===== config.mk =====
export PLATFORM = sky130hd
export DESIGN_NAME = pll_divider_search_core
export DESIGN_NICKNAME = d
export VERILOG_FILES = /design/src/pds_pkg.sv /design/src/pds_div.sv /design/src/pds_datapath.sv /design/src/pds_ctrl.sv /design/src/pll_divider_search_core.sv
export VERILOG_INCLUDE_DIRS = /design/src /design/src/src
export SDC_FILE = /design/constraint.sdc
export NUM_CORES = 2
export LEC_CHECK = 0
export BUFFER_PORTS_ARGS = -buffer_cell sky130_fd_sc_hd__buf_2
export CORE_ASPECT_RATIO = 2
export CORE_UTILIZATION = 54
export CTS_CLUSTER_DIAMETER = 150
export CTS_CLUSTER_SIZE = 25
export DETAILED_ROUTE_END_ITERATION = 6
export PLACE_DENSITY = 0.75
export SYNTH_ARGS = -nofsm -noshare
export SYNTH_HDL_FRONTEND = slang
export SYNTH_HIERARCHICAL = 1
export SYNTH_SLANG_ARGS = --single-unit
export TNS_END_PERCENT = 100

===== constraint.sdc =====
create_clock -name clk -period 10.7 [get_ports clk]
set_input_delay 1.07 -clock clk [delete_from_list [all_inputs] [get_ports clk]]
set_output_delay 1.07 -clock clk [all_outputs]
set_load 0.01 [all_outputs]

===== src/pll_divider_search_core_assert.svh =====
// Assertion macros shared by the divider search block
`ifndef PLL_DIVIDER_SEARCH_CORE_ASSERT_SVH
`define PLL_DIVIDER_SEARCH_CORE_ASSERT_SVH

// Same-cycle implication, clocked on clk, quiet while rst is high
`define PDS_ASSERT_SAME(lbl, ante, cons, msg) \
  lbl: assert property (@(posedge clk) disable iff (rst) (ante) |-> (cons)) else $error(msg);

// Next-cycle implication, clocked on clk, quiet while rst is high
`define PDS_ASSERT_NEXT(lbl, ante, cons, msg) \
  lbl: assert property (@(posedge clk) disable iff (rst) (ante) |=> (cons)) else $error(msg);

`endif


===== src/pds_pkg.sv =====
`timescale 1ns / 1ps
// ---------------------------------------------------------------------------
// pds_pkg
// Types, constants and command/status bundles of the PLL divider search.
// ---------------------------------------------------------------------------
package pds_pkg;

  localparam int MAX_PRE_DIV = 10;
  localparam int MAX_DIV     = 512;
  localparam int FRAC_BITS   = 16;

  localparam int REF_W    = 28;
  localparam int VCO_HZ_W = 32;
  localparam int PFD_HZ_W = 28;
  localparam int TGT_W    = 31;
  localparam int M_W      = 10;
  localparam int N_W      = 4;
  localparam int C_W      = 10;
  localparam int ACH_HZ_W = 32;
  localparam int CFG_W    = 32;
  localparam int IDX_W    = 2;

  localparam int PFD_W  = REF_W + FRAC_BITS;      // 44
  localparam int VQ_W   = VCO_HZ_W + FRAC_BITS;   // 48
  localparam int TQ_W   = TGT_W + FRAC_BITS;      // 47
  localparam int PROD_W = PFD_W + M_W;            // 54
  localparam int DVD_W  = VQ_W + 1;               // 49
  localparam int DVS_W  = VQ_W;                   // 48
  localparam int CNT_W  = $clog2(DVD_W + 1);

  // register indexes
  localparam logic [IDX_W-1:0] REG_REF_CLOCK = 2'd0;
  localparam logic [IDX_W-1:0] REG_VCO_MIN   = 2'd1;
  localparam logic [IDX_W-1:0] REG_VCO_MAX   = 2'd2;
  localparam logic [IDX_W-1:0] REG_PFD_MIN   = 2'd3;

  typedef enum logic [2:0] {
    DIV_PFD,
    DIV_MLO,
    DIV_MHI,
    DIV_C0,
    DIV_ACH
  } pds_div_sel_t;

  typedef struct packed {
    logic         load;
    logic         div_go;
    pds_div_sel_t div_sel;
    logic         next_n;
    logic         calc_vco;
    logic         next_m;
    logic         next_c;
  } pds_cmd_t;

  typedef struct packed {
    logic tgt_zero;
    logic n_over;
    logic pfd_skip;
    logic m_over;
    logic vco_out;
    logic c_over;
    logic div_busy;
    logic div_done;
  } pds_stat_t;

endpackage


===== src/pds_div.sv =====
`timescale 1ns / 1ps
// ---------------------------------------------------------------------------
// pds_div
// Restoring radix-2 divider, one quotient bit per cycle.
// ---------------------------------------------------------------------------
module pds_div (
  input  logic                      clk,
  input  logic                      rst,
  input  logic                      go,
  input  logic [pds_pkg::DVD_W-1:0] dividend,
  input  logic [pds_pkg::DVS_W-1:0] divisor,
  output logic                      busy,
  output logic                      done,
  output logic [pds_pkg::DVD_W-1:0] quotient
);
  import pds_pkg::*;

  logic [DVS_W-1:0] rem;
  logic [DVS_W-1:0] dvs;
  logic [DVD_W-1:0] quo;
  logic [CNT_W-1:0] cnt;
  logic [DVS_W:0]   shifted;
  logic [DVS_W:0]   diff;

  // trial subtract of the shifted partial remainder
  assign shifted  = {rem, quo[DVD_W-1]};
  assign diff     = shifted - {1'b0, dvs};
  assign quotient = quo;

  // control: run DVD_W steps, pulse done after the last
  always_ff @(posedge clk) begin
    if (rst) begin
      busy <= 1'b0;
      done <= 1'b0;
      cnt  <= '0;
    end else begin
      done <= 1'b0;
      if (go && !busy) begin
        busy <= 1'b1;
        cnt  <= CNT_W'(DVD_W);
      end else if (busy) begin
        cnt <= cnt - 1'b1;
        if (cnt == CNT_W'(1)) begin
          busy <= 1'b0;
          done <= 1'b1;
        end
      end
    end
  end

  // datapath: partial remainder and quotient shift register
  always_ff @(posedge clk) begin
    if (go && !busy) begin
      rem <= '0;
      dvs <= divisor;
      quo <= dividend;
    end else if (busy) begin
      if (!diff[DVS_W]) begin
        rem <= diff[DVS_W-1:0];
        quo <= {quo[DVD_W-2:0], 1'b1};
      end else begin
        rem <= shifted[DVS_W-1:0];
        quo <= {quo[DVD_W-2:0], 1'b0};
      end
    end
  end

endmodule


===== src/pds_datapath.sv =====
`timescale 1ns / 1ps
// ---------------------------------------------------------------------------
// pds_datapath
// Configuration registers, search counters, shared divider and best result.
// ---------------------------------------------------------------------------
module pds_datapath (
  input  logic                         clk,
  input  logic                         rst,
  input  logic                         cfg_we,
  input  logic [pds_pkg::IDX_W-1:0]    cfg_index,
  input  logic [pds_pkg::CFG_W-1:0]    cfg_data,
  input  logic [pds_pkg::TGT_W-1:0]    target_freq,
  input  pds_pkg::pds_cmd_t            cmd,
  output pds_pkg::pds_stat_t           st,
  output logic [pds_pkg::M_W-1:0]      mult_m,
  output logic [pds_pkg::N_W-1:0]      pre_div_n,
  output logic [pds_pkg::C_W-1:0]      post_div_c,
  output logic [pds_pkg::ACH_HZ_W-1:0] achieved_hz,
  output logic                         found
);
  import pds_pkg::*;

  logic [REF_W-1:0]    ref_clock;
  logic [VCO_HZ_W-1:0] vco_min;
  logic [VCO_HZ_W-1:0] vco_max;
  logic [PFD_HZ_W-1:0] pfd_min;

  logic [TGT_W-1:0]  target;
  logic [N_W-1:0]    n;
  logic [M_W-1:0]    m;
  logic [M_W-1:0]    m_lo;
  logic [M_W-1:0]    m_hi;
  logic [C_W-1:0]    c;
  logic [C_W-1:0]    c_hi;
  logic [PFD_W-1:0]  pfd;
  logic [PROD_W-1:0] vco;
  logic [VQ_W-1:0]   ach;
  pds_div_sel_t      sel;

  logic [M_W-1:0]  best_m;
  logic [N_W-1:0]  best_n;
  logic [C_W-1:0]  best_c;
  logic [VQ_W-1:0] win_ach;
  logic [VQ_W-1:0] win_err;

  logic [VQ_W-1:0]  tgt_q;
  logic [VQ_W-1:0]  vmin_q;
  logic [VQ_W-1:0]  vmax_q;
  logic [PFD_W-1:0] floor_q;
  logic [VQ_W-1:0]  err;
  logic [VQ_W:0]    ach_round;

  logic [DVD_W-1:0] dvd;
  logic [DVS_W-1:0] dvs;
  logic [DVD_W-1:0] quo;
  logic             div_busy;
  logic             div_done;

  logic [M_W-1:0] q_m_lo;
  logic [C_W-1:0] q_c0;

  assign tgt_q   = {1'b0, target, {FRAC_BITS{1'b0}}};
  assign vmin_q  = {vco_min, {FRAC_BITS{1'b0}}};
  assign vmax_q  = {vco_max, {FRAC_BITS{1'b0}}};
  assign floor_q = {pfd_min, {FRAC_BITS{1'b0}}};

  // configuration writes
  always_ff @(posedge clk) begin
    if (rst) begin
      ref_clock <= REF_W'(50000000);
      vco_min   <= VCO_HZ_W'(600000000);
      vco_max   <= VCO_HZ_W'(1300000000);
      pfd_min   <= PFD_HZ_W'(5000000);
    end else if (cfg_we) begin
      unique case (cfg_index)
        REG_REF_CLOCK: ref_clock <= cfg_data[REF_W-1:0];
        REG_VCO_MIN:   vco_min   <= cfg_data[VCO_HZ_W-1:0];
        REG_VCO_MAX:   vco_max   <= cfg_data[VCO_HZ_W-1:0];
        REG_PFD_MIN:   pfd_min   <= cfg_data[PFD_HZ_W-1:0];
        default: ;
      endcase
    end
  end

  // select divider operands for the requested quotient
  always_comb begin
    dvd = '0;
    dvs = '0;
    unique case (cmd.div_sel)
      DIV_PFD: begin
        dvd = DVD_W'({ref_clock, {FRAC_BITS{1'b0}}});
        dvs = DVS_W'(n);
      end
      DIV_MLO: begin
        dvd = DVD_W'(vmin_q);
        dvs = DVS_W'(pfd);
      end
      DIV_MHI: begin
        dvd = DVD_W'(vmax_q);
        dvs = DVS_W'(pfd);
      end
      DIV_C0: begin
        dvd = DVD_W'(vco[VQ_W-1:0]) + DVD_W'({target, {(FRAC_BITS-1){1'b0}}});
        dvs = tgt_q;
      end
      DIV_ACH: begin
        dvd = DVD_W'(vco[VQ_W-1:0]);
        dvs = DVS_W'(c);
      end
      default: ;
    endcase
  end

  pds_div u_div (
    .clk      (clk),
    .rst      (rst),
    .go       (cmd.div_go),
    .dividend (dvd),
    .divisor  (dvs),
    .busy     (div_busy),
    .done     (div_done),
    .quotient (quo)
  );

  // saturate wide quotients into the counter ranges
  always_comb begin
    if (quo > DVD_W'({M_W{1'b1}})) q_m_lo = {M_W{1'b1}};
    else q_m_lo = quo[M_W-1:0];
    if (q_m_lo == '0) q_m_lo = M_W'(1);
    if (quo > DVD_W'({C_W{1'b1}})) q_c0 = {C_W{1'b1}};
    else q_c0 = quo[C_W-1:0];
  end

  assign err = (ach >= tgt_q) ? (ach - tgt_q) : (tgt_q - ach);

  // search registers
  always_ff @(posedge clk) begin
    if (rst) begin
      found <= 1'b0;
      sel   <= DIV_PFD;
    end else begin
      if (cmd.div_go) sel <= cmd.div_sel;
      if (cmd.load) begin
        target  <= target_freq;
        n       <= N_W'(1);
        found   <= 1'b0;
        best_m  <= '0;
        best_n  <= N_W'(1);
        best_c  <= C_W'(1);
        win_ach <= '0;
        win_err <= '0;
      end
      if (cmd.next_n) n <= n + 1'b1;
      if (cmd.calc_vco) vco <= pfd * m;
      if (cmd.next_m) m <= m + 1'b1;
      // keep the first smallest error, then advance c
      if (cmd.next_c) begin
        c <= c + 1'b1;
        if (!found || err < win_err) begin
          found   <= 1'b1;
          win_err <= err;
          win_ach <= ach;
          best_m  <= m;
          best_n  <= n;
          best_c  <= c;
        end
      end
      // capture divider results
      if (div_done) begin
        unique case (sel)
          DIV_PFD: pfd <= quo[PFD_W-1:0];
          DIV_MLO: m_lo <= q_m_lo;
          DIV_MHI: begin
            m <= m_lo;
            if (quo >= DVD_W'(MAX_DIV - 1)) m_hi <= M_W'(MAX_DIV);
            else m_hi <= quo[M_W-1:0] + 1'b1;
          end
          DIV_C0: begin
            c <= (q_c0 > C_W'(1)) ? (q_c0 - 1'b1) : C_W'(1);
            if (q_c0 >= C_W'(MAX_DIV - 1)) c_hi <= C_W'(MAX_DIV);
            else c_hi <= q_c0 + 1'b1;
          end
          DIV_ACH: ach <= quo[VQ_W-1:0];
          default: ;
        endcase
      end
    end
  end

  // status toward the controller
  always_comb begin
    st.tgt_zero = (target == '0);
    st.n_over   = (n > N_W'(MAX_PRE_DIV));
    st.pfd_skip = (pfd == '0) || (pfd < floor_q);
    st.m_over   = (m > m_hi);
    st.vco_out  = (vco < PROD_W'(vmin_q)) || (vco > PROD_W'(vmax_q));
    st.c_over   = (c > c_hi);
    st.div_busy = div_busy;
    st.div_done = div_done;
  end

  // result fields
  assign ach_round   = {1'b0, win_ach} + (VQ_W+1)'(1 << (FRAC_BITS - 1));
  assign mult_m      = best_m;
  assign pre_div_n   = best_n;
  assign post_div_c  = best_c;
  assign achieved_hz = found ? ach_round[FRAC_BITS +: ACH_HZ_W] : '0;

endmodule


===== src/pds_ctrl.sv =====
`timescale 1ns / 1ps
// ---------------------------------------------------------------------------
// pds_ctrl
// Sequencer of the n, m, c candidate scan over the shared divider.
// ---------------------------------------------------------------------------
module pds_ctrl (
  input  logic               clk,
  input  logic               rst,
  input  logic               start,
  input  pds_pkg::pds_stat_t st,
  output pds_pkg::pds_cmd_t  cmd,
  output logic               busy,
  output logic               done
);
  import pds_pkg::*;

  typedef enum logic [3:0] {
    S_IDLE,
    S_CHK_T,
    S_PFD_GO,
    S_PFD_W,
    S_PFD_CHK,
    S_MLO_W,
    S_MHI_GO,
    S_MHI_W,
    S_M_CHK,
    S_VCO_CHK,
    S_C0_W,
    S_C_CHK,
    S_ACH_W,
    S_UPD,
    S_DONE
  } state_t;

  state_t state;
  state_t state_next;
  logic   div_wait;

  // command decode and next state
  always_comb begin
    cmd        = '0;
    state_next = state;
    unique case (state)
      S_IDLE: if (start) begin
        cmd.load   = 1'b1;
        state_next = S_CHK_T;
      end
      S_CHK_T: state_next = st.tgt_zero ? S_DONE : S_PFD_GO;
      S_PFD_GO: begin
        if (st.n_over) begin
          state_next = S_DONE;
        end else begin
          cmd.div_go  = 1'b1;
          cmd.div_sel = DIV_PFD;
          state_next  = S_PFD_W;
        end
      end
      S_PFD_W: if (st.div_done) state_next = S_PFD_CHK;
      S_PFD_CHK: begin
        if (st.pfd_skip) begin
          cmd.next_n = 1'b1;
          state_next = S_PFD_GO;
        end else begin
          cmd.div_go  = 1'b1;
          cmd.div_sel = DIV_MLO;
          state_next  = S_MLO_W;
        end
      end
      S_MLO_W: if (st.div_done) state_next = S_MHI_GO;
      S_MHI_GO: begin
        cmd.div_go  = 1'b1;
        cmd.div_sel = DIV_MHI;
        state_next  = S_MHI_W;
      end
      S_MHI_W: if (st.div_done) state_next = S_M_CHK;
      S_M_CHK: begin
        if (st.m_over) begin
          cmd.next_n = 1'b1;
          state_next = S_PFD_GO;
        end else begin
          cmd.calc_vco = 1'b1;
          state_next   = S_VCO_CHK;
        end
      end
      S_VCO_CHK: begin
        if (st.vco_out) begin
          cmd.next_m = 1'b1;
          state_next = S_M_CHK;
        end else begin
          cmd.div_go  = 1'b1;
          cmd.div_sel = DIV_C0;
          state_next  = S_C0_W;
        end
      end
      S_C0_W: if (st.div_done) state_next = S_C_CHK;
      S_C_CHK: begin
        if (st.c_over) begin
          cmd.next_m = 1'b1;
          state_next = S_M_CHK;
        end else begin
          cmd.div_go  = 1'b1;
          cmd.div_sel = DIV_ACH;
          state_next  = S_ACH_W;
        end
      end
      S_ACH_W: if (st.div_done) state_next = S_UPD;
      S_UPD: begin
        cmd.next_c = 1'b1;
        state_next = S_C_CHK;
      end
      S_DONE: state_next = S_IDLE;
      default: state_next = S_IDLE;
    endcase
  end

  // hold state
  always_ff @(posedge clk) begin
    if (rst) state <= S_IDLE;
    else state <= state_next;
  end

  assign busy = (state != S_IDLE);
  assign done = (state == S_DONE);

  // states that wait on a divider quotient
  assign div_wait = (state == S_PFD_W) || (state == S_MLO_W) || (state == S_MHI_W) ||
                    (state == S_C0_W) || (state == S_ACH_W);

  `include "pll_divider_search_core_assert.svh"

  `PDS_ASSERT_NEXT(a_done_idle, done, !busy, "result strobe not followed by idle")
  `PDS_ASSERT_SAME(a_go_free, cmd.div_go, !st.div_busy, "divider launched while running")
  `PDS_ASSERT_NEXT(a_start_busy, start && !busy, busy, "request accepted but no search")
  `PDS_ASSERT_SAME(a_done_wait, st.div_done, div_wait, "quotient outside a wait state")

endmodule


===== src/pll_divider_search_core.sv =====
`timescale 1ns / 1ps
// ---------------------------------------------------------------------------
// pll_divider_search_core
// Searches PLL pre-divider, multiplier and post-divider for a pixel clock.
// ---------------------------------------------------------------------------
//  channel   handshake         payload
//  request   start / busy      target_freq
//  result    done (strobe)     mult_m, pre_div_n, post_div_c, achieved_hz, found
//  config    cfg_we            cfg_index, cfg_data
//
// Each pre-divider costs one divide, two more when its phase-detector frequency
// passes the floor, and each VCO in the window one divide plus one per
// post-divider tried (up to three). busy is high from acceptance through the
// one-cycle done strobe; synchronous reset restores the register defaults and
// idles. The receiver cannot stall.
module pll_divider_search_core (
  input  logic                         clk,
  input  logic                         rst,
  input  logic                         start,
  output logic                         busy,
  input  logic [pds_pkg::TGT_W-1:0]    target_freq,
  output logic                         done,
  output logic [pds_pkg::M_W-1:0]      mult_m,
  output logic [pds_pkg::N_W-1:0]      pre_div_n,
  output logic [pds_pkg::C_W-1:0]      post_div_c,
  output logic [pds_pkg::ACH_HZ_W-1:0] achieved_hz,
  output logic                         found,
  input  logic                         cfg_we,
  input  logic [pds_pkg::IDX_W-1:0]    cfg_index,
  input  logic [pds_pkg::CFG_W-1:0]    cfg_data
);
  import pds_pkg::*;

  pds_cmd_t  cmd;
  pds_stat_t st;

  pds_ctrl u_ctrl (
    .clk   (clk),
    .rst   (rst),
    .start (start),
    .st    (st),
    .cmd   (cmd),
    .busy  (busy),
    .done  (done)
  );

  pds_datapath u_dp (
    .clk         (clk),
    .rst         (rst),
    .cfg_we      (cfg_we),
    .cfg_index   (cfg_index),
    .cfg_data    (cfg_data),
    .target_freq (target_freq),
    .cmd         (cmd),
    .st          (st),
    .mult_m      (mult_m),
    .pre_div_n   (pre_div_n),
    .post_div_c  (post_div_c),
    .achieved_hz (achieved_hz),
    .found       (found)
  );

endmodule


Word level (Yosys, flattened, before mapping)
Cells that the tools add are included.
{"block": "totals", "regBits": 632, "latch_bits": 0, "ram_bits": 0, "romBits": 0, "output_inout_bits": 59, "mem_count": 0}
{"block": "classes", "n_addsub": 12, "n_mul": 1, "div_mod_pow": 0, "n_lt_le_gt_ge": 12, "n_eq_ne": 32, "shift": 0, "n_mux": 71, "bitwise_logic": 2, "reduce_logical": 32}
{"operator": "$mux 48", "n": 8}
{"operator": "$pmux 49 s5", "n": 1}
{"operator": "$pmux 47 s4", "n": 1}
{"operator": "$mux 10", "n": 14}
{"operator": "$mux 49", "n": 2}
{"operator": "$mux 4", "n": 18}
{"operator": "$pmux 4 s14", "n": 1}
{"operator": "$gt 54x48->1", "n": 1}
{"operator": "$lt 54x48->1", "n": 1}
{"operator": "$mul 44x10->54", "n": 1}
{"operator": "$add 48x46->49", "n": 1}
{"operator": "$ge 49x9->1 const B", "n": 1}
{"operator": "$gt 49x10->1 const B", "n": 1}
{"operator": "$sub 49x48->49", "n": 1}
{"operator": "$add 48x16->48 const B", "n": 1}
{"operator": "$ge 48x47->1", "n": 1}
{"operator": "$lt 48x48->1", "n": 1}
{"operator": "$sub 47x48->48", "n": 1}
{"operator": "$sub 48x47->48", "n": 1}
{"operator": "$logic_not 44->1", "n": 1}
{"operator": "$lt 44x44->1", "n": 1}
{"operator": "$add 10x1->10 const B", "n": 4}
{"operator": "$mux 32", "n": 1}
{"operator": "$logic_not 31->1", "n": 1}
{"operator": "40 further kinds", "n": 97}

Longest topological paths before layout
{"block": "depth", "word_depth": 7, "mapped_depth": 27, "ltp_nobuf": 24}

Cells and area by module
The synthesis kept the hierarchy.
{"module": "pds_datapath", "instances": 1, "cells_per_inst": 4728, "area_each_um2": 42836.1, "seq_area_each_um2": 12572.1}
{"module": "pds_div", "instances": 1, "cells_per_inst": 866, "area_each_um2": 8695.8, "seq_area_each_um2": 4033.9}
{"module": "pds_ctrl", "instances": 1, "cells_per_inst": 82, "area_each_um2": 598.1, "seq_area_each_um2": 80.1}

Worst setup path before layout
Ideal clock, no wire load.
{"block": "synth_path", "kind": "input -> register", "startpoint": "input port rst", "endpoint": "register u_dp.ach[0], enable pin", "arrival_ns": 6.025, "setup_slack_ns": 4.102, "cell_stages": 3, "cell_sequence": "clkbuf_1 clkbuf_1 nor4_1"}
{"block": "synth_via", "elab_chain_len": 2}
{"element": "start, declared", "line_no": "pll_divider_search_core.sv:18", "rtl": "input logic rst,"}
{"element": "$not 1->1 (no source line)"}
{"element": "$reduce_and 3->1 (no source line)"}
{"element": "end signal, assigned", "line_no": "pds_datapath.sv:183", "rtl": "DIV_ACH: ach <= quo[VQ_W-1:0];"}
{"element": "end, declared", "line_no": "pds_datapath.sv:37", "rtl": "logic [VQ_W-1:0] ach;"}
Every way passes these cells.
A chain may end at the register's enable or synchronous reset.

Worst setup path in the final report
{"block": "layout_path", "startpoint": "register u_dp.m[8]", "endpoint": "register u_dp.vco[52], data pin"}
{"block": "layout_via", "elab_chain_len": 1}
{"element": "start, declared", "line_no": "pds_datapath.sv:30", "rtl": "logic [M_W-1:0] m;"}
{"element": "start signal, assigned", "line_no": "pds_datapath.sv:155", "rtl": "if (cmd.next_m) m <= m + 1'b1;"}
{"element": "start signal, assigned", "line_no": "pds_datapath.sv:174", "rtl": "m <= m_lo;"}
{"element": "$mul 44x10->54", "line_no": "pds_datapath.sv:154", "rtl": "if (cmd.calc_vco) vco <= pfd * m;"}
{"element": "end signal, assigned", "line_no": "pds_datapath.sv:154"}
{"element": "end, declared", "line_no": "pds_datapath.sv:36", "rtl": "logic [PROD_W-1:0] vco;"}
Every way passes these cells.

==> impl_metrics.ini <==
[clocking]
post-cts-setup-buffer-count = 0
hold_buffers = 0
clk_latency_ns = 0.70
root_buffer = clkbuf_16
cts_max_path_buffers = 3
clk_pin_slew_ns = 0.12
htreeDepth = 1
tritoncts = done
cts_made_buffers = 28
clock-sinks = 617
cts_resized = 0

[final_layout]
final_cells = 6852
final_nets = 6413
final_cell_mix = nand2_1 (738), inv_1 (623), edfxtp_1 (433)
syn2layout_area_growth_pct = 4.70
fill_cells = 8499
drive_above_1_share = 0.0634
layout_commonest_cell = nand2_1
final_util = 0.573

[logic_synthesis]
syn-cell-area_um2 = 52100
netlist_instances = 5675
yosysWarnings = 6
syn_avg_cell_area_um2 = 9.18
syn_nets = 6481

[grt]
grt_pass1_vias = 43400
grt_pass1_wl_um = 256000
overflow = 0
grt_use_total = 0.349
grt_max_degree = 89
grt_antenna_before_repair = 14

[power]
p_leak_uw = 0.0236
ir_worst_vdd_uv = 158
p_per_area_nw_per_um2 = 199

[die]
start_util = 0.547
dieWidth_um = 222
core-area_um2 = 95300
die_h_um = 441
rows = 160
die-area_um2 = 97800
ios = 128

[setup_path]
setup.worst_path.start_class = flip-flop
critPathMaxFanout = 25
slowest_delay_ns = 1.08
worst_path_max_delay_cell = edfxtp_1
crit_type = flip-flop to flip-flop
arrival_ns = 8.24
critPathMostFrequentCell = fa_1
cp-end-kind = flip-flop
required_ns = 11.14
path_cells = buf_4 > and2_1 > fa_1 > fa_1 > fa_1 > fa_1 > inv_1 > fa_1 > inv_1 > ha_1 > nand2_1 > o21ai_0 > a22oi_1 > a31o_2 > o22ai_1 > o21ai_0 > o21ai_0 > a41oi_1 > o31ai_1 > xor2_1

[sta]
tightest_slew_ns = 1.42
fmax_mhz = 128
finalMaxSlewViolations = 0
setup_viol = 0
tns_ns = 0
finalWorstPathRequiredPeriod_ns = 7.79
max_slew_margin = 0.0460
rsz0062_at_grt = false
hold_ws_ns = 0.461
skew_ns = 0.0539
finalCritPeriodShare = 0.728
hold_viol = 0

[route]
wl_per_cell_um = 25.0
antenna_left = 0
avgViaCountPerCell = 6.25
dr.pass1.iters = 6
drt_iter0_markers = 3480
drc = 0
finalWirelength_um = 171000
dr_total_vias = 42800

[hold_path]
hold_path_class = flip-flop to flip-flop

[status]
status = complete, no violations

[placed_design]
dp_cells = 6792
port_buffers = 127
dp_hpwl_um = 132000
gp_congestion = 1.09

[job]
cap_violations = 0
-- state kept, by name (all words and copies together) (netlist names), 6 cells and up --
signal and cells:
u_dp/vco_min 32, u_dp/c_hi 10, u_dp/mult_m 10, u_dp/u_div/cnt 6, u_dp/post_div_c 10, u_dp/m 10, u_dp/win_err 48, u_dp/ach 48
u_dp/ref_clock 28, u_dp/m_hi 10, u_dp/u_div/rem 48, u_dp/pfd 44, u_dp/vco_max 32, u_dp/u_div/dvs 48, u_dp/m_lo 10, u_dp/c 10
u_dp/target 31, u_dp/u_div/quotient 49, u_dp/vco 54, u_dp/pfd_min 28, u_dp/win_ach 33
-- worst max-delay path, delay by kind of cell (launching register included) --
| kind | cells | cell delay, ns |
|---|---|---|
| compound gates | 8 | 2.65 |
| fa+ha+maj | 6 | 2.92 |
| flops | 1 | 1.08 |
| buf+inv | 3 | 0.53 |
| simple gates | 2 | 0.28 |
| xor+xnor | 1 | 0.10 |
-- path summary, 6_finish.rpt --
check,start,end,slack (ns),cells after the start
hold reg to reg,u_dp/ref_clock[3]$_SDFFE_PP0P_,u_dp/ref_clock[3]$_SDFFE_PP0P_,0.46,2
setup / recovery,u_dp/m[8]$_DFFE_PN_,u_dp/vco[52]$_DFFE_PP_,2.91,20
hold / removal,u_dp/ref_clock[3]$_SDFFE_PP0P_,u_dp/ref_clock[3]$_SDFFE_PP0P_,0.46,2
setup reg to reg,u_dp/m[8]$_DFFE_PN_,u_dp/vco[52]$_DFFE_PP_,2.91,20
-- routing by layer --
layer  GRT usage  vias to the layer above  share of wire
met5           0                        -        0.00037
met2       0.623                     1867           0.50
met4       0.305                       10          0.099
met3      0.0533                      687          0.065
met1       0.356                    20900           0.33
li1            -                    19400              -
-- metrics by stage --
stage / power (µW) / instance area, µm² / setup WS (ns)
3_5_place_dp: 9490 / 53700 / 3.06
6_report: 10800 / 54600 / 2.91
4_1_cts: 10800 / 54500 / 3.08
5_1_grt: 11500 / 54600 / 2.69
2_1_floorplan: 7750 / 52100 / 4.10
3_3_place_gp: 9400 / 53700 / 2.64
-- layout make-up --
cell class | count | area, µm² | area share
Sequential cell | 617 | 16700 | 0.306
Clock inverter | 2 | 25.0 | 0.000459
Multi-Input combinational cell | 4139 | 32000 | 0.587
Antenna cell | 8 | 20.0 | 0.000367
Inverter | 626 | 2350 | 0.0432
Tap cell | 1215 | 1520 | 0.0279
Timing Repair Buffer | 195 | 1150 | 0.0211
Clock buffer | 50 | 783 | 0.0144
-- report_power, final --
part           leakage [µW]  switching, µW  internal [µW]
Combinational        0.0177           3640           2270
Sequential          0.00553            442           3200
Clock              0.000383            790            505
Note: power is estimated with default switching activity, not from simulation.
